[src/hdl/slpg_pkg.sv]
`default_nettype none

package slpg_pkg;

  localparam logic [1:0] OP_TICK   = 2'd0;
  localparam logic [1:0] OP_MODE   = 2'd1;
  localparam logic [1:0] OP_PACKET = 2'd2;

  localparam logic [3:0] MODE_STANDBY            = 4'd0;
  localparam logic [3:0] MODE_SEARCH_FOR_WIFI    = 4'd1;
  localparam logic [3:0] MODE_WAIT_FOR_TOUCH     = 4'd2;
  localparam logic [3:0] MODE_SEARCH_FOR_TOUCH   = 4'd3;
  localparam logic [3:0] MODE_SEARCH_WIFI1       = 4'd4;
  localparam logic [3:0] MODE_SEARCH_WIFI2       = 4'd5;
  localparam logic [3:0] MODE_SEARCH_WIFI3       = 4'd6;
  localparam logic [3:0] MODE_WIFI_NO_INTERNET   = 4'd7;
  localparam logic [3:0] MODE_INTERNET_NO_SERVER = 4'd8;
  localparam logic [3:0] MODE_EVERYTHING_OK      = 4'd9;
  localparam logic [3:0] MODE_OTA_IN_PROGRESS    = 4'd10;
  localparam logic [3:0] MODE_WAITING_RESTART    = 4'd11;
  localparam logic [3:0] MODE_INCOMING_PULSE     = 4'd12;

  localparam logic [1:0] LED_NONE  = 2'd0;
  localparam logic [1:0] LED_RED   = 2'd1;
  localparam logic [1:0] LED_GREEN = 2'd2;
  localparam logic [1:0] LED_BOTH  = 2'd3;

  localparam logic [4:0] LIMIT_STEADY    = 5'd0;
  localparam logic [4:0] LIMIT_ALTERNATE = 5'd20;

  // three-flash pattern edges
  localparam logic [7:0] FLASH_ON1  = 8'd4;
  localparam logic [7:0] FLASH_OFF1 = 8'd6;
  localparam logic [7:0] FLASH_ON2  = 8'd10;
  localparam logic [7:0] FLASH_OFF2 = 8'd12;
  localparam logic [7:0] FLASH_END  = 8'd16;

  typedef struct packed {
    logic [1:0] operation;
    logic [3:0] mode_request;
  } item_t;

  typedef struct packed {
    logic       red_pin;
    logic       green_pin;
    logic [3:0] mode;
  } led_status_t;

endpackage

`default_nettype wire

[src/hdl/slpg_core.sv]
`default_nettype none

module slpg_core
  import slpg_pkg::*;
#(
  parameter int PERIOD_TICKS = 20
) (
  input  wire logic  clk,
  input  wire logic  rst_n,
  input  wire logic  step,
  input  wire item_t item,
  output led_status_t status_nxt
);

  localparam int PW = $clog2(PERIOD_TICKS);

  logic [PW-1:0] phase_r, phase_nxt;
  logic [3:0]    mode_r, mode_nxt;
  logic [4:0]    limit_r, limit_nxt;
  logic [1:0]    choice_r, choice_nxt;
  logic          red_tog_r, red_tog_nxt;
  logic          green_tog_r, green_tog_nxt;
  logic          flash_r, flash_nxt;
  logic          red_pin_r, red_pin_nxt;
  logic          green_pin_r, green_pin_nxt;

  logic [PW:0]   phase_inc;
  logic [7:0]    phase_ext;

  always_comb begin
    phase_nxt     = phase_r;
    mode_nxt      = mode_r;
    limit_nxt     = limit_r;
    choice_nxt    = choice_r;
    red_tog_nxt   = red_tog_r;
    green_tog_nxt = green_tog_r;
    flash_nxt     = flash_r;
    red_pin_nxt   = red_pin_r;
    green_pin_nxt = green_pin_r;
    phase_inc     = {1'b0, phase_r} + (PW+1)'(1);
    phase_ext     = 8'(phase_r);

    case (item.operation)
      OP_TICK: begin
        if (phase_inc >= (PW+1)'(PERIOD_TICKS)) begin
          phase_nxt     = '0;
          red_tog_nxt   = 1'b0;
          green_tog_nxt = 1'b0;
        end else begin
          phase_nxt = phase_inc[PW-1:0];
        end
        phase_ext = 8'(phase_nxt);

        case (mode_r)
          MODE_STANDBY: begin
            if (red_tog_nxt) begin
              red_tog_nxt = 1'b0;
              red_pin_nxt = 1'b0;
            end
          end
          MODE_WAIT_FOR_TOUCH:     begin limit_nxt = 5'd2;  choice_nxt = LED_BOTH;  end
          MODE_SEARCH_FOR_TOUCH:   begin limit_nxt = 5'd4;  choice_nxt = LED_BOTH;  end
          MODE_SEARCH_WIFI1:       begin limit_nxt = 5'd2;  choice_nxt = LED_RED;   end
          MODE_SEARCH_WIFI2:       begin limit_nxt = 5'd4;  choice_nxt = LED_RED;   end
          MODE_SEARCH_WIFI3:       begin limit_nxt = 5'd6;  choice_nxt = LED_RED;   end
          MODE_WIFI_NO_INTERNET:   begin limit_nxt = 5'd2;  choice_nxt = LED_GREEN; end
          MODE_INTERNET_NO_SERVER: begin limit_nxt = 5'd4;  choice_nxt = LED_GREEN; end
          MODE_EVERYTHING_OK: begin
            limit_nxt  = LIMIT_STEADY;
            choice_nxt = LED_BOTH;
          end
          MODE_OTA_IN_PROGRESS, MODE_WAITING_RESTART: begin
            limit_nxt  = LIMIT_ALTERNATE;
            choice_nxt = LED_BOTH;
          end
          MODE_INCOMING_PULSE:     begin limit_nxt = 5'd6;  choice_nxt = LED_BOTH;  end
          default: ;
        endcase

        if (limit_nxt == LIMIT_STEADY) begin
          if (flash_r) begin
            if (phase_ext < FLASH_ON1) begin
              red_pin_nxt = 1'b0; green_pin_nxt = 1'b0;
            end else if (phase_ext < FLASH_OFF1) begin
              red_pin_nxt = 1'b1; green_pin_nxt = 1'b1;
            end else if (phase_ext < FLASH_ON2) begin
              red_pin_nxt = 1'b0; green_pin_nxt = 1'b0;
            end else if (phase_ext < FLASH_OFF2) begin
              red_pin_nxt = 1'b1; green_pin_nxt = 1'b1;
            end else if (phase_ext < FLASH_END) begin
              red_pin_nxt = 1'b0; green_pin_nxt = 1'b0;
            end else begin
              red_pin_nxt   = 1'b1;
              green_pin_nxt = 1'b1;
              flash_nxt     = 1'b0;
            end
          end else begin
            red_pin_nxt   = 1'b1;
            green_pin_nxt = 1'b1;
          end
        end else if (limit_nxt == LIMIT_ALTERNATE) begin
          green_tog_nxt = ~green_tog_nxt;
          red_tog_nxt   = ~green_tog_nxt;
          green_pin_nxt = green_tog_nxt;
          red_pin_nxt   = red_tog_nxt;
        end else if (8'(limit_nxt) > phase_ext) begin
          case (choice_nxt)
            LED_RED: begin
              red_tog_nxt   = ~red_tog_nxt;
              red_pin_nxt   = red_tog_nxt;
              green_pin_nxt = 1'b1;
            end
            LED_GREEN: begin
              green_tog_nxt = ~green_tog_nxt;
              green_pin_nxt = green_tog_nxt;
              red_pin_nxt   = 1'b0;
            end
            LED_BOTH: begin
              green_tog_nxt = ~green_tog_nxt;
              red_tog_nxt   = green_tog_nxt;
              green_pin_nxt = green_tog_nxt;
              red_pin_nxt   = green_tog_nxt;
            end
            default: ;
          endcase
        end else begin
          green_pin_nxt = (mode_r inside {MODE_SEARCH_FOR_WIFI, MODE_SEARCH_WIFI1,
                                          MODE_SEARCH_WIFI2, MODE_SEARCH_WIFI3});
          red_pin_nxt   = 1'b0;
        end
      end
      OP_MODE: begin
        if (mode_r != MODE_WAITING_RESTART && item.mode_request <= MODE_INCOMING_PULSE) begin
          mode_nxt = item.mode_request;
        end
      end
      OP_PACKET: begin
        flash_nxt = 1'b1;
      end
      default: ;
    endcase

    status_nxt.red_pin   = red_pin_nxt;
    status_nxt.green_pin = green_pin_nxt;
    status_nxt.mode      = mode_nxt;
  end

  always_ff @(posedge clk) begin
    if (!rst_n) begin
      phase_r     <= '0;
      mode_r      <= MODE_STANDBY;
      limit_r     <= LIMIT_STEADY;
      choice_r    <= LED_NONE;
      red_tog_r   <= 1'b0;
      green_tog_r <= 1'b0;
      flash_r     <= 1'b0;
      red_pin_r   <= 1'b0;
      green_pin_r <= 1'b0;
    end else if (step) begin
      phase_r     <= phase_nxt;
      mode_r      <= mode_nxt;
      limit_r     <= limit_nxt;
      choice_r    <= choice_nxt;
      red_tog_r   <= red_tog_nxt;
      green_tog_r <= green_tog_nxt;
      flash_r     <= flash_nxt;
      red_pin_r   <= red_pin_nxt;
      green_pin_r <= green_pin_nxt;
    end
  end

endmodule

`default_nettype wire

[src/hdl/status_led_pattern_generator.sv]
// Status LED pattern generator.
// Input channel: in_valid/in_stall carry one word of in_operation (tick,
// mode request, packet notice) and in_mode_request. Every accepted word
// yields exactly one result word on out_valid/out_stall: the red and green
// pin levels after polarity and the mode now held.
// cfg_wr_en/cfg_wr_data write the polarity bit (1 active high, 0 active
// low); write it only while no words are in flight.
// An accepted word passes through the input register, then the state update
// into the result register, before it shows on out_valid.
// Throughput: one word per cycle while out_stall is low; the state update is a
// single pass of logic between the input register and the result register.
// Reset: phase, mode (standby), toggles, flash flag and pins clear, the
// polarity bit reads active low, both pipeline stages empty.
// When out_stall is high the result word holds, the input register keeps its
// word or takes one if empty, and in_stall rises once that register cannot drain.
`default_nettype none

module status_led_pattern_generator
  import slpg_pkg::*;
#(
  parameter int PERIOD_TICKS = 20
) (
  input  wire logic       clk,
  input  wire logic       rst_n,
  input  wire logic       cfg_wr_en,
  input  wire logic       cfg_wr_data,
  input  wire logic       in_valid,
  output      logic       in_stall,
  input  wire logic [1:0] in_operation,
  input  wire logic [3:0] in_mode_request,
  output      logic       out_valid,
  input  wire logic       out_stall,
  output      logic       out_red_level,
  output      logic       out_green_level,
  output      logic [3:0] out_mode_now
);

  logic        active_high_r;
  logic        in_valid_r;
  item_t       item_r;
  logic        out_valid_r;
  logic        red_r, green_r;
  logic [3:0]  mode_r;
  logic        adv, accept, step;
  led_status_t status_nxt;

  assign adv      = !out_valid_r || !out_stall;
  assign in_stall = in_valid_r && !adv;
  assign accept   = in_valid && !in_stall;
  assign step     = in_valid_r && adv;

  slpg_core #(
    .PERIOD_TICKS(PERIOD_TICKS)
  ) u_core (
    .clk       (clk),
    .rst_n     (rst_n),
    .step      (step),
    .item      (item_r),
    .status_nxt(status_nxt)
  );

  always_ff @(posedge clk) begin
    if (!rst_n) begin
      active_high_r <= 1'b0;
      in_valid_r    <= 1'b0;
      out_valid_r   <= 1'b0;
    end else begin
      if (cfg_wr_en) begin
        active_high_r <= cfg_wr_data;
      end
      if (accept) begin
        in_valid_r <= 1'b1;
      end else if (adv) begin
        in_valid_r <= 1'b0;
      end
      if (adv) begin
        out_valid_r <= in_valid_r;
      end
    end
  end

  always_ff @(posedge clk) begin
    if (accept) begin
      item_r.operation    <= in_operation;
      item_r.mode_request <= in_mode_request;
    end
    if (step) begin
      red_r   <= status_nxt.red_pin ^ ~active_high_r;
      green_r <= status_nxt.green_pin ^ ~active_high_r;
      mode_r  <= status_nxt.mode;
    end
  end

  assign out_valid       = out_valid_r;
  assign out_red_level   = red_r;
  assign out_green_level = green_r;
  assign out_mode_now    = mode_r;

endmodule

`default_nettype wire
[config.mk]
export PLATFORM = sky130hd
export DESIGN_NAME = status_led_pattern_generator
export DESIGN_NICKNAME = d
export VERILOG_FILES = /design/src/hdl/slpg_pkg.sv /design/src/hdl/slpg_core.sv /design/src/hdl/status_led_pattern_generator.sv
export SDC_FILE = /design/constraint.sdc
export NUM_CORES = 1
export LEC_CHECK = 0
export BUFFER_PORTS_ARGS = -buffer_cell sky130_fd_sc_hd__buf_2
export CAP_MARGIN = 15
export CORE_AREA = 2 2 75 70
export CTS_CLUSTER_DIAMETER = 200
export DETAILED_ROUTE_END_ITERATION = 12
export DIE_AREA = 0 0 77 72
export GPL_TIMING_DRIVEN = 0
export PLACE_DENSITY_LB_ADDON = 0.12
export SLEW_MARGIN = 15
export SYNTH_ARGS = -nofsm -noshare
export SYNTH_HDL_FRONTEND = slang
export SYNTH_HIERARCHICAL = 1
export SYNTH_SLANG_ARGS = --single-unit
[constraint.sdc]
create_clock -name clk -period 4.15 [get_ports clk]
set_input_delay 0.83 -clock clk [delete_from_list [all_inputs] [get_ports clk]]
set_output_delay 0.83 -clock clk [all_outputs]
set_load 0.03 [all_outputs]
-- After elaboration in Yosys (flattened, before gate mapping)
Cells that the tools add are included.
- add/sub/neg operators: 1
- multiply operators: 0
- div/mod/pow operators: 0
- magnitude comparators: 8
- equality and inequality tests: 20
- shift operators: 0
- muxes and demuxes: 50
- bitwise gates (word level): 5
- reductions and logical operators: 25
- operators with widths (cell ; number):
    two-way mux 1 bit ; 38
    case mux 5 bit (5 select lines) ; 1
    equality test 4 bit, second input constant ; 5
    equality test 4 x 3 -> 1 bit, second input constant ; 4
    two-way mux 5 bit ; 3
    less-than comparator 5 x 3 -> 1 bit, second input constant ; 2
    less-than comparator 5 x 4 -> 1 bit, second input constant ; 2
    OR reduction 3 bit ; 3
    equality test 4 x 2 -> 1 bit, second input constant ; 2
    two-way mux 4 bit ; 2
    OR reduction 2 bit ; 4
    adder 5 x 1 -> 6 bit, second input constant ; 1
    equality test 2 bit, second input constant ; 3
    >= comparator 6 x 5 -> 1 bit, second input constant ; 1
    case mux 1 bit (2 select lines) ; 3
    case mux 2 bit (3 select lines) ; 1
    OR reduction 6 bit ; 1
    equality test 5 bit, second input constant ; 1
    > comparator 5 bit ; 1
    zero test 5 bit ; 1
    less-than comparator 5 bit, second input constant ; 1
    equality test 2 x 1 -> 1 bit, second input constant ; 2
    equality test 4 x 1 -> 1 bit, second input constant ; 1
    <= comparator 4 bit, second input constant ; 1
    other kinds (15) ; 25
- register bits: 36
- bits in latches: 0
- memory bits (writable): 0
- bits in read-only memories: 0
- input bits: 12
- memories kept: 0

-- Depth between registers and ports, before layout
Gate-level depths: netlist of run 1.
- depth in word-level cells: 14
- depth in mapped cells: 17
- mapped depth without buffers: 14

-- By module
The synthesis of run 1 kept the hierarchy.
- by module, submodules not included (module ; times used ; cells an instance ; area each (sq um)):
    slpg_core ; 1 ; 237 ; 1833.0
    status_led_pattern_generator ; 1 ; 25 ; 498.0

-- Least setup slack after synthesis of run 1
Ideal clock, no wire load.
- path kind: register to register
- start point: register u_core.phase_r[0]
- end point: register green_r, in the netlist out_green_level (data pin)
- arrival: 3197 ps
- required time: 3892 ps
- slack: 695 ps
- stages on the path, launching flop included: 17
- cells stage by stage: dfxtp_1 > ha_1 > clkbuf_1 > or2_2 > o221ai_1 > and2_1 > buf_2 > nand2_1 > ha_1 > nand4_1 > o21a_1 > mux2_4 > o311a_1 > a21o_1 > o31ai_2 > buf_4 > xnor2_1
- longest elaborated chain between the ends: 14
- elaborated cells between the ends (all ways): 25
- classes of those cells: add/sub: 1; order compare: 7; mux: 15; bitwise: 2
- ends and longest elaborated chain (item ; RTL line ; source):
    from (decl) ; slpg_core.sv:17 ; logic [PW-1:0] phase_r, phase_nxt;
    from (signal assigned) ; slpg_core.sv:160 ; phase_r <= phase_nxt;
    adder 5 x 1 -> 6 bit * ; slpg_core.sv:40 ; phase_inc = {1'b0, phase_r} + (PW+1)'(1);
    >= comparator 6 x 5 -> 1 bit ; slpg_core.sv:45 ; if (phase_inc >= (PW+1)'(PERIOD_TICKS)) begin
    two-way mux 5 bit ; slpg_core.sv:45 ;
    two-way mux 5 bit ; slpg_core.sv:43 ; case (item.operation)
    less-than comparator 5 bit ; slpg_core.sv:90 ; end else if (phase_ext < FLASH_END) begin
    two-way mux 1 bit ; slpg_core.sv:90 ;
    two-way mux 1 bit ; slpg_core.sv:88 ; end else if (phase_ext < FLASH_OFF2) begin
    two-way mux 1 bit ; slpg_core.sv:86 ; end else if (phase_ext < FLASH_ON2) begin
    two-way mux 1 bit ; slpg_core.sv:84 ; end else if (phase_ext < FLASH_OFF1) begin
    two-way mux 1 bit ; slpg_core.sv:82 ; if (phase_ext < FLASH_ON1) begin
    two-way mux 1 bit ; slpg_core.sv:81 ; if (flash_r) begin
    two-way mux 1 bit * ; slpg_core.sv:80 ; if (limit_nxt == LIMIT_STEADY) begin
    two-way mux 1 bit * ; slpg_core.sv:43 ;
    net u_core.green_pin_nxt ; slpg_core.sv:25 ; logic green_pin_r, green_pin_nxt;
    XOR 1 bit * ; status_led_pattern_generator.sv:89 ; green_r <= status_nxt.green_pin ^ ~active_high_r;
    to (signal assigned) ; status_led_pattern_generator.sv:89 ;
    to (decl) ; status_led_pattern_generator.sv:42 ; logic red_r, green_r;
The timed path passes the listed nets; every way through them passes the cells marked *. The select of a mux whose other input is x is not followed.
A chain may end at the register's enable or synchronous reset.

-- Final worst setup path of run 1
Same ends and word-level chain as after synthesis.

==> results of run 1 <==
[synth_stat cells, drive strengths merged (6+ instances only)]
library cell  instances
inv                   6
ha                    6
a21oi                 7
nor2                 14
clkbuf               10
dfxtp                24
nand2                35
a21boi               11
mux2i                 6
nand3                 7
o21ai                13
edfxtp               12
buf                  10
nor2b                11
or3                   6
[sequential cells by signal, summed over array words and instances (netlist names), 2 cells and up]
register and flops:
u_core/choice_r 2, item_r 6, u_core/limit_r 5, u_core/phase_r 5
out_mode_now 4, u_core/mode_r 4
[routing by layer]
metal / GRT usage [%] / share of wire, %
met1: 28.2 / 51
met2: 29.5 / 44
met3: 3.73 / 3.4
met4: 7.74 / 1.1
met5: 0 / 0
[what timing repair did]
item                       CTS  global route
resized for setup            0             2
hold endpoints to repair     0             0
setup endpoints to repair    0             1
[kinds of logic (layout without fill, tap and decap cells)]
group | count (synthesis) | in the layout | share of synthesized area [%]
buf+inv | 26 | 53 | 5.74
fa+ha+maj | 6 | 6 | 3.22
simple gates | 109 | 109 | 24.9
mux | 12 | 12 | 6.12
compound gates | 70 | 70 | 22.9
xor+xnor | 3 | 3 | 1.13
flops | 36 | 36 | 36.1
[worst reg2reg max path: stages (launching register included)]
cell	delay, ns
sky130_fd_sc_hd__dfxtp_1	0.35
sky130_fd_sc_hd__ha_1	0.22
sky130_fd_sc_hd__clkbuf_2	0.18
sky130_fd_sc_hd__or2_2	0.31
sky130_fd_sc_hd__o221ai_1	0.20
sky130_fd_sc_hd__and2_1	0.15
sky130_fd_sc_hd__buf_2	0.20
sky130_fd_sc_hd__nand2_1	0.08
sky130_fd_sc_hd__ha_1	0.31
sky130_fd_sc_hd__nand4_1	0.13
sky130_fd_sc_hd__o21a_1	0.19
sky130_fd_sc_hd__mux2_4	0.29
sky130_fd_sc_hd__o311a_1	0.34
sky130_fd_sc_hd__a21o_1	0.21
sky130_fd_sc_hd__o31ai_2	0.17
sky130_fd_sc_hd__buf_4	0.14
sky130_fd_sc_hd__xnor2_1	0.05
[through the flow]
stage | worst slack (ns) | hold slack (ns) | std cells | util, % | instance area (sq um)
floorplan | 0.695 | 0.449 | 262 | - | 2330
global placement | 0.394 | 0.466 | 346 | 52.8 | 2510
detailed placement | 0.373 | 0.473 | 346 | 52.8 | 2510
CTS | 0.347 | 0.483 | 354 | 55.1 | 2620
global route | 0.102 | 0.514 | 354 | 55.1 | 2620
finish | 0.392 | 0.482 | 354 | 55.1 | 2620
[worst paths after layout]
path	startpoint	endpoint	slack, ns	depth (start not counted)
max	u_core/phase_r[0]	out_green_level	0.39	16
min	u_core/green_pin_r	u_core/green_pin_r	0.48	2
max reg2reg	u_core/phase_r[0]	out_green_level	0.39	16
min reg2reg	u_core/green_pin_r	u_core/green_pin_r	0.48	2
[final cells by class]
type,instances,area share (%)
timing repair buffer,19,3.63
multi-input combinational,200,51.8
clock buffer,6,2.77
tap,65,3.11
buffer,20,4.30
inverter,6,0.861
clock inverter,2,1.34
sequential,36,32.1
[where the power goes]
group | switching (W) | leakage (nW) | internal, W
logic | 0.0000566 | 0.662 | 0.0000421
clock network | 0.000128 | 0.0552 | 0.000178
registers | 0.00000750 | 0.311 | 0.000377
total | 0.000192 | 1.03 | 0.000598
==> reports/qor.txt, run 1 <==
outcome: finished, final reports clean
number of cells produced by synthesis: 262
total vias in the final route: 1976
layout-stage area growth over the synthesis result: 12.2%
aggregate global-route resource usage: 19.6%
clock tree from TritonCTS: built
clock insertion delay at the later pin of the skew report: 0.29 ns
cell types with the largest area share after synthesis: sky130_fd_sc_hd__dfxtp_1 (21%), sky130_fd_sc_hd__edfxtp_1 (15%), sky130_fd_sc_hd__nand2_1 (5.5%), sky130_fd_sc_hd__ha_1 (3.2%), sky130_fd_sc_hd__nor2b_1 (3.0%)
number of detailed-route iterations in the first pass: 4
total congestion overflow: 0
highest achievable clock rate: 266 MHz
Worst Path Class, Setup: reg -> reg
die area: 0.00554 sq mm
Leakage: 1.03 nW
delay contributed by the slowest stage of the critical path: 0.35 ns
number of antenna violations at the first check in global routing: 0
number of antenna cells inserted: 0
I/O pin total: 20
placeable core region: 0.00474 sq mm
TritonCTS Sinks: 36
proportion of register bits with asynchronous set or reset after synthesis: 0%
number of port buffers: 19
Root Buffer: sky130_fd_sc_hd__clkbuf_8
pin count of the biggest net entering global routing: 12
list of cells traversed by the critical path: ha_1, clkbuf_2, or2_2, o221ai_1, and2_1, buf_2, nand2_1, ha_1, nand4_1, o21a_1, mux2_4, o311a_1, a21o_1, o31ai_2, buf_4, xnor2_1
sequential share of the synthesized area: 36.1%
Sequential Area: 841 sq um
post-CTS clock slew at the launch and capture registers of the worst setup and hold paths: 0.07 ns
number of synthesized flops with an enable pin: 12
family with the most delay on the worst path: compound AO/OA/AOI/OAI gates
worst endpoint data arrival time: 3.80 ns
sort of element at the end of the critical path: register
violation count after the first detailed-routing iteration: 83
Critical Path RT: 4.19 ns
wire length of the first global-routing pass: 8610 um
class of the most critical hold timing path: reg -> reg
power density over the cells: 302 mW/mm^2
number of max-slew violations in the final report: 0
total power after layout: 0.000790 W
unique cell type count in the Yosys netlist: 62
Crit Path Max Fanout: 10
most frequent cells in the layout: sky130_fd_sc_hd__nand2_1 (34), sky130_fd_sc_hd__dfxtp_1 (24), sky130_fd_sc_hd__buf_2 (24)
Rel. slew slack: 33.1%
leading register cell type out of synthesis: sky130_fd_sc_hd__dfxtp_1
transition time at the pin with the least slew margin: 0.995 ns
share of the synthesized area in the top cell type: 20.6%
synthesized area: 0.00233 sq mm
final hold viol count: 0
routed vias/inst: 5.58
final WL: 5050 um
Chip Height: 72 um
clk buf depth: 2
hold buffer count at cts: 0
# DRC: 0
post-layout net count: 306
Rows: 24
weighted congestion reported at the end of routability-driven placement: 0.850
H-tree lvl count: 2
maximum vdd drop: 0.000162 V
Period Utilization, post-route: 90.6%
initial cell density of the core: 49.1%
final worst clock skew: 0.00221 ns
flops & latches, synth: 36
total area of multi-input combinational cells: 0.00136 sq mm
share of final-layout standard cells stronger than drive strength 1: 18.0%
Setup Total Neg Slack: 0 ns
vias in the first global route: 1808
clock buffers created by TritonCTS: 5
Final Setup Violations: 0
largest area contributor in the synthesized netlist: sky130_fd_sc_hd__dfxtp_1
startpoint kind of the worst setup timing path: register
standard cell with the maximum stage delay on the critical path: sky130_fd_sc_hd__dfxtp_1
Setup Buffers After CTS: 0
YS warnings: 6
die outline width: 77 um
RSZ-0062 raised after global routing: no
time the final worst path needs with I/O delays and setup: 3.76 ns
count of filler cells inserted in the layout: 474
Post-DP HPWL: 3780 um
most common cell after layout, fill and taps aside: sky130_fd_sc_hd__nand2_1
Post-Syn Area per Cell: 8.90 sq um
post-synthesis net count: 280
cell repeated most along the worst path: sky130_fd_sc_hd__ha_1
Post-DRT Antenna Nets: 0
count of buffering cells on the critical path with inverters included: 3
number of max-cap violations: 0
routed wire length per instance: 14.3 um
Note: power is estimated with default switching activity, not from simulation.
==> inputs of run 2 (changes only) <==
Settings changed: GPL_TIMING_DRIVEN 0 to unset.
==> run 2 against run 1 <==
Net effect:
- first-iteration DRC count grew 43%
- flip-flop and latch count unchanged
- combinational power decreased by 9.7%
- clock skew increased by 0.00097 ns
- cell count down 4.8%
- global-route usage fell by 1.2 points
- clock power down 22%
- register-to-register slack improved by 0.20 ns
- sequential power is 1% higher
- utilization fell by 2.5 points
- critical endpoint unchanged
- highest routed layer unchanged
==> reports/qor.txt, run 2 (synthesized netlist as in run 1, its figures left out) <==
transition time at the pin with the least slew margin: 1.00 ns (+0.00487 ns)
routed vias/inst: 5.70 (+2.2%)
switching share of power: 26.1% (+1.7 points)
Critical Path RT: 4.19 ns (about the same)
Rel. slew slack: 32.5% (-0.58 points)
Int Pwr: 0.000530 W (-11%)
H-tree lvl count: 2 (unchanged)
TritonCTS Sinks: 36 (unchanged)
sort of element at the end of the critical path: register
Final Setup Violations: 0 (unchanged)
list of cells traversed by the critical path: ha_1, or2_2, o221ai_1, and2_1, nand2_1, ha_1, nand4_1, nand2_1, o21ai_0, mux2_4, o311a_1, a21o_1, o31ai_2, xnor2_1
total congestion overflow: 0 (unchanged)
vias in the first global route: 1734 (-4.1%)
layout-stage area growth over the synthesis result: 7.19%
aggregate global-route resource usage: 18.4% (-1.2 points)
placeable core region: 0.00474 sq mm (unchanged)
Chip Height: 72 um (unchanged)
violation count after the first detailed-routing iteration: 119 (+43%)
wire length of the first global-routing pass: 8090 um (-6.0%)
r2r endpoint: out_green_level
clock insertion delay at the later pin of the skew report: 0.29 ns (about the same)
Post-DRT Antenna Nets: 0 (unchanged)
Biggest register: item_r
Root Buffer: sky130_fd_sc_hd__clkbuf_8
Crit Path Max Fanout: 11 (+1)
worst hold path stage count: 2 (unchanged)
total vias in the final route: 1922 (-2.7%)
min-delay src: u_core/red_pin_r
worst-case setup slack after placement: 0.618 ns (+0.245 ns)
final hold viol count: 0 (unchanged)
post-layout net count: 289 (-5.6%)
hold buffer count at cts: 0 (unchanged)
final WL: 4840 um (-4.2%)
initial cell density of the core: 49.1% (unchanged)
number of antenna cells inserted: 0 (unchanged)
die area: 0.00554 sq mm (unchanged)
weighted congestion reported at the end of routability-driven placement: 0.851 (+0.13%)
number of max-cap violations: 0 (unchanged)
power density over the cells: 287 mW/mm^2 (-5.0%)
number of antenna violations at the first check in global routing: 0 (unchanged)
post-route setup slack: 0.590 ns (+0.199 ns)
standard cell with the maximum stage delay on the critical path: sky130_fd_sc_hd__dfxtp_1
Setup Buffers After CTS: 0 (unchanged)
class of the most critical hold timing path: reg -> reg
clock buffers created by TritonCTS: 5 (unchanged)
source of the worst register-to-register timing path: u_core/phase_r[0]
internal reg-to-reg setup slack: 0.59 ns (+0.20 ns)
Net Sw Power: 0.000187 W (-2.9%)
delay contributed by the slowest stage of the critical path: 0.35 ns (about the same)
pin count of the biggest net entering global routing: 27 (+15)
I/O pin total: 20 (unchanged)
most frequent cells in the layout: sky130_fd_sc_hd__nand2_1 (34), sky130_fd_sc_hd__dfxtp_1 (24), sky130_fd_sc_hd__buf_2 (19)
startpoint kind of the worst setup timing path: register
number of standard cells in the final layout excluding fillers: 337 (-4.8%)
number of detailed-route iterations in the first pass: 4 (unchanged)
number of cells on the worst reg-to-reg path: 14 (-2)
Largest register FFs: 6 (unchanged)
leading registers by flop count: item_r (6), u_core/limit_r (5), u_core/phase_r (5)
number of max-slew violations in the final report: 0 (unchanged)
Worst Path Class, Setup: reg -> reg
RSZ-0062 raised after global routing: no
combinational share of power: 12.4% (about the same)
# DRC: 0 (unchanged)
routed wire length per instance: 14.4 um (+0.68%)
maximum vdd drop: 0.000182 V (+12%)
Period Utilization, post-route: 85.8% (-4.8 points)
end point of the critical path: out_green_level
count of buffering cells on the critical path with inverters included: 0 (-3)
outcome: finished, final reports clean
launch point of the critical path: u_core/phase_r[0]
number of cells upsized or downsized after cts: 0 (unchanged)
clk buf depth: 2 (unchanged)
highest achievable clock rate: 281 MHz (+5.6%)
cell count after placement: 329 (-4.9%)
Leakage: 0.961 nW (-6.5%)
number of port buffers: 19 (unchanged)
clock tree from TritonCTS: built
final worst clock skew: 0.00317 ns (+0.000966 ns)
most common cell after layout, fill and taps aside: sky130_fd_sc_hd__nand2_1
fraction of power consumed by sequential logic: 54.2% (+5.5 points)
Setup Total Neg Slack: 0 ns (unchanged)
part of the power in the clock network: 33.3% (-5.5 points)
time the final worst path needs with I/O delays and setup: 3.56 ns (-0.199 ns)
Rows: 24 (unchanged)
Post-DP HPWL: 3510 um (-7.2%)
worst endpoint data arrival time: 3.60 ns (-0.20 ns)
worst hold margin: 0.478 ns (-0.00442 ns)
share of final-layout standard cells stronger than drive strength 1: 15.4% (-2.6 points)
post-CTS clock slew at the launch and capture registers of the worst setup and hold paths: 0.07 ns (about the same)
family with the most delay on the worst path: compound AO/OA/AOI/OAI gates
number of gates on the worst path with buffers counted: 14 (-2)
die outline width: 77 um (unchanged)
-- run 2: power groups by stage --
stage / registers, W / clock network, W / logic [W]
after floorplan: 0.000399 / 0 / 0.0000666
after global placement: 0.000397 / 0 / 0.0000881
after detailed placement: 0.000397 / 0 / 0.0000885
after CTS: 0.000389 / 0.000245 / 0.0000889
after global routing: 0.000390 / 0.000259 / 0.0000992
final: 0.000389 / 0.000239 / 0.0000891
-- run 2: area by class of cell --
| cell class | count | area [sq um] |
|---|---|---|
| sequential | 36 | 841 |
| tap | 65 | 81.3 |
| clock inverter | 2 | 7.51 |
| inverter | 6 | 22.5 |
| multi-input combinational | 200 | 1360 |
| fill | 489 | 2250 |
| clock buffer | 6 | 72.6 |
| timing repair buffer | 22 | 118 |
-- run 2: worst min-delay path by stage --
| stage | to |
|---|---|
| 2_1_floorplan | u_core/green_pin_r |
| 3_3_place_gp | u_core/green_pin_r |
| 3_5_place_dp | u_core/red_pin_r |
| 4_1_cts | u_core/red_pin_r |
| 5_1_grt | u_core/choice_r[1] |
| 6_report | u_core/red_pin_r |
-- run 2: metal layers --
| metal | up-vias | global-route usage (%) | routed length (um) |
|---|---|---|---|
| met5 | - | 0 | 0 |
| met3 | 6 | 4.48 | 265 |
| met2 | 51 | 28.8 | 2130 |
| li1 | 979 | - | - |
| met1 | 886 | 25.3 | 2380 |
| met4 | 0 | 6.35 | 69 |
-- run 2: worst register-to-register path, stage by stage (launching register included) --
cell,delay [ns]
sky130_fd_sc_hd__dfxtp_1,0.35
sky130_fd_sc_hd__ha_1,0.31
sky130_fd_sc_hd__or2_2,0.32
sky130_fd_sc_hd__o221ai_1,0.20
sky130_fd_sc_hd__and2_1,0.33
sky130_fd_sc_hd__nand2_1,0.10
sky130_fd_sc_hd__ha_1,0.31
sky130_fd_sc_hd__nand4_1,0.12
sky130_fd_sc_hd__nand2_1,0.08
sky130_fd_sc_hd__o21ai_0,0.08
sky130_fd_sc_hd__mux2_4,0.30
sky130_fd_sc_hd__o311a_1,0.33
sky130_fd_sc_hd__a21o_1,0.20
sky130_fd_sc_hd__o31ai_2,0.21
sky130_fd_sc_hd__xnor2_1,0.08
-- run 2: metrics by stage --
stage	instance area [sq um]	util, %	total power, W
3_5_place_dp	2420	51.0	0.000485
3_3_place_gp	2420	51.0	0.000485
2_1_floorplan	2330	-	0.000465
6_report	2500	52.7	0.000717
4_1_cts	2500	52.7	0.000722
5_1_grt	2500	52.7	0.000749
==> inputs of run 3 (changes only) <==
Settings changed: BUFFER_PORTS_ARGS -buffer_cell sky130_fd_sc_hd__buf_2 to unset, CTS_BUF_LIST set to sky130_fd_sc_hd__clkbuf_8, DONT_BUFFER_PORTS set to 1.
==> run 3 against run 2 <==
Net effect:
- clock-buffer cell count fell by 1
- largest cell class unchanged
- die area did not move
- non-clock buffer count fell by 19
- critical path depth did not move
- first-iteration DRC count rose by 7.6%
- combinational power fell by 22%
- hold slack improved by 0.0035 ns
- utilization fell by 1.3 points
==> reports/qor.txt, run 3 (synthesized netlist as in run 1, its figures left out) <==
wire length of the first global-routing pass: 7800 um (-3.6%)
clock insertion delay at the later pin of the skew report: 0.28 ns (about the same)
total congestion overflow: 0 (unchanged)
Biggest register: item_r
time the final worst path needs with I/O delays and setup: 3.58 ns (+0.0237 ns)
Rel. slew slack: 39.5% (+7.1 points)
most common cell after layout, fill and taps aside: sky130_fd_sc_hd__nand2_1
Post-DP HPWL: 3420 um (-2.7%)
placeable core region: 0.00474 sq mm (unchanged)
number of cells upsized or downsized after cts: 0 (unchanged)
layout-stage area growth over the synthesis result: 4.46%
startpoint kind of the worst setup timing path: register
post-CTS clock slew at the launch and capture registers of the worst setup and hold paths: 0.08 ns (about the same)
Leakage: 0.897 nW (-6.7%)
Period Utilization, post-route: 86.3% (+0.57 points)
final hold viol count: 0 (unchanged)
power density over the cells: 319 mW/mm^2 (+11%)
initial cell density of the core: 49.1% (unchanged)
delay contributed by the slowest stage of the critical path: 0.35 ns (about the same)
final worst clock skew: 0.00777 ns (+0.00460 ns)
highest achievable clock rate: 279 MHz (-0.66%)
pin count of the biggest net entering global routing: 27 (unchanged)
Worst Path Class, Setup: reg -> reg
Setup Buffers After CTS: 0 (unchanged)
number of antenna violations at the first check in global routing: 0 (unchanged)
Largest register FFs: 6 (unchanged)
worst endpoint data arrival time: 3.62 ns (+0.02 ns)
number of detailed-route iterations in the first pass: 4 (unchanged)
leading registers by flop count: item_r (6), u_core/limit_r (5), u_core/phase_r (5)
outcome: finished, final reports clean
worst hold margin: 0.481 ns (+0.00348 ns)
TritonCTS Sinks: 36 (unchanged)
post-layout net count: 270 (-6.6%)
share of final-layout standard cells stronger than drive strength 1: 10.3% (-5.2 points)
clock tree from TritonCTS: built
RSZ-0062 raised after global routing: no
number of antenna cells inserted: 0 (unchanged)
Post-DRT Antenna Nets: 0 (unchanged)
Setup Total Neg Slack: 0 ns (unchanged)
clk buf depth: 2 (unchanged)
total power after layout: 0.000777 W (+8.4%)
Critical Path RT: 4.19 ns (about the same)
# DRC: 0 (unchanged)
clock buffers created by TritonCTS: 5 (unchanged)
class of the most critical hold timing path: reg -> reg
routed wire length per instance: 14.9 um (+3.6%)
transition time at the pin with the least slew margin: 0.895 ns (-0.105 ns)
H-tree lvl count: 2 (unchanged)
I/O pin total: 20 (unchanged)
Final Cell Area: 0.00243 sq mm (-2.6%)
total vias in the final route: 1831 (-4.7%)
number of max-cap violations: 0 (unchanged)
Final Setup Violations: 0 (unchanged)
hold buffer count at cts: 0 (unchanged)
maximum vdd drop: 0.000217 V (+19%)
standard cell with the maximum stage delay on the critical path: sky130_fd_sc_hd__dfxtp_1
most frequent cells in the layout: sky130_fd_sc_hd__nand2_1 (34), sky130_fd_sc_hd__dfxtp_1 (24), sky130_fd_sc_hd__nor2_1 (14)
sort of element at the end of the critical path: register
family with the most delay on the worst path: compound AO/OA/AOI/OAI gates
Chip Height: 72 um (unchanged)
number of port buffers: 0 (-19)
number of max-slew violations in the final report: 0 (unchanged)
Crit Path Max Fanout: 11 (unchanged)
worst-case setup slack after placement: 0.604 ns (-0.0137 ns)
die outline width: 77 um (unchanged)
aggregate global-route resource usage: 17.3% (-1.1 points)
die area: 0.00554 sq mm (unchanged)
weighted congestion reported at the end of routability-driven placement: 0.842 (-1.1%)
list of cells traversed by the critical path: ha_1, or2_2, o221ai_1, and2_1, nand2_1, ha_1, nand4_1, nand2_1, o21ai_0, mux2_4, o311a_1, a21o_1, o31ai_2, xnor2_1
Rows: 24 (unchanged)
count of buffering cells on the critical path with inverters included: 0 (unchanged)
routed vias/inst: 5.76 (+0.96%)
final WL: 4730 um (-2.2%)
Root Buffer: sky130_fd_sc_hd__clkbuf_8
vias in the first global route: 1628 (-6.1%)
post-route setup slack: 0.567 ns (-0.0237 ns)
total cell area at the placement stage: 0.00232 sq mm (-3.9%)
violation count after the first detailed-routing iteration: 128 (+7.6%)
count of filler cells inserted in the layout: 477 (-2.5%)
-- run 3: worst paths after layout --
check                     startpoint                 end  slack [ns]  cells past startpoint
setup / recovery   u_core/phase_r[0]     out_green_level        0.57                     14
hold / removal    u_core/green_pin_r  u_core/green_pin_r        0.48                      2
setup reg to reg   u_core/phase_r[0]     out_green_level        0.57                     14
hold reg to reg   u_core/green_pin_r  u_core/green_pin_r        0.48                      2
-- run 3: layer usage --
| metal | GRT usage (%) | vias up | part of all wire [%] |
|---|---|---|---|
| met5 | 0 | - | 0 |
| met4 | 2.98 | 0 | 0.32 |
| met3 | 3.36 | 2 | 2.5 |
| met2 | 26.7 | 21 | 45 |
| met1 | 25.8 | 876 | 52 |
| li1 | - | 932 | - |
-- run 3: area by class of cell --
cell class,instances,area [sq um],area share [%]
flip-flops and latches,36,841,34.5
clock inverters,3,42.5,1.75
multi-input cells,200,1360,55.7
well taps,65,81.3,3.34
repair buffers,3,22.5,0.925
clock buffers,5,68.8,2.83
inverters,6,22.5,0.925
-- run 3: tightest hold or removal path: stages (launching register included) --
cell                      delay [ns]
sky130_fd_sc_hd__dfxtp_1        0.33
sky130_fd_sc_hd__nand3_1        0.06
sky130_fd_sc_hd__o21ai_1        0.05
-- run 3: where the power goes --
group	internal (W)	switching, W	total (W)	leakage (nW)
logic	0.0000321	0.0000375	0.0000696	0.532
registers	0.000378	0.0000187	0.000396	0.311
clock network	0.000178	0.000133	0.000311	0.0541
-- run 3: through the flow --
| step | cells | utilization [%] |
|---|---|---|
| final | 318 | 51.3 |
| after global routing | 318 | 51.3 |
| after CTS | 318 | 51.3 |
| after detailed placement | 310 | 49.0 |
| after global placement | 310 | 49.0 |
| after floorplan | 262 | - |
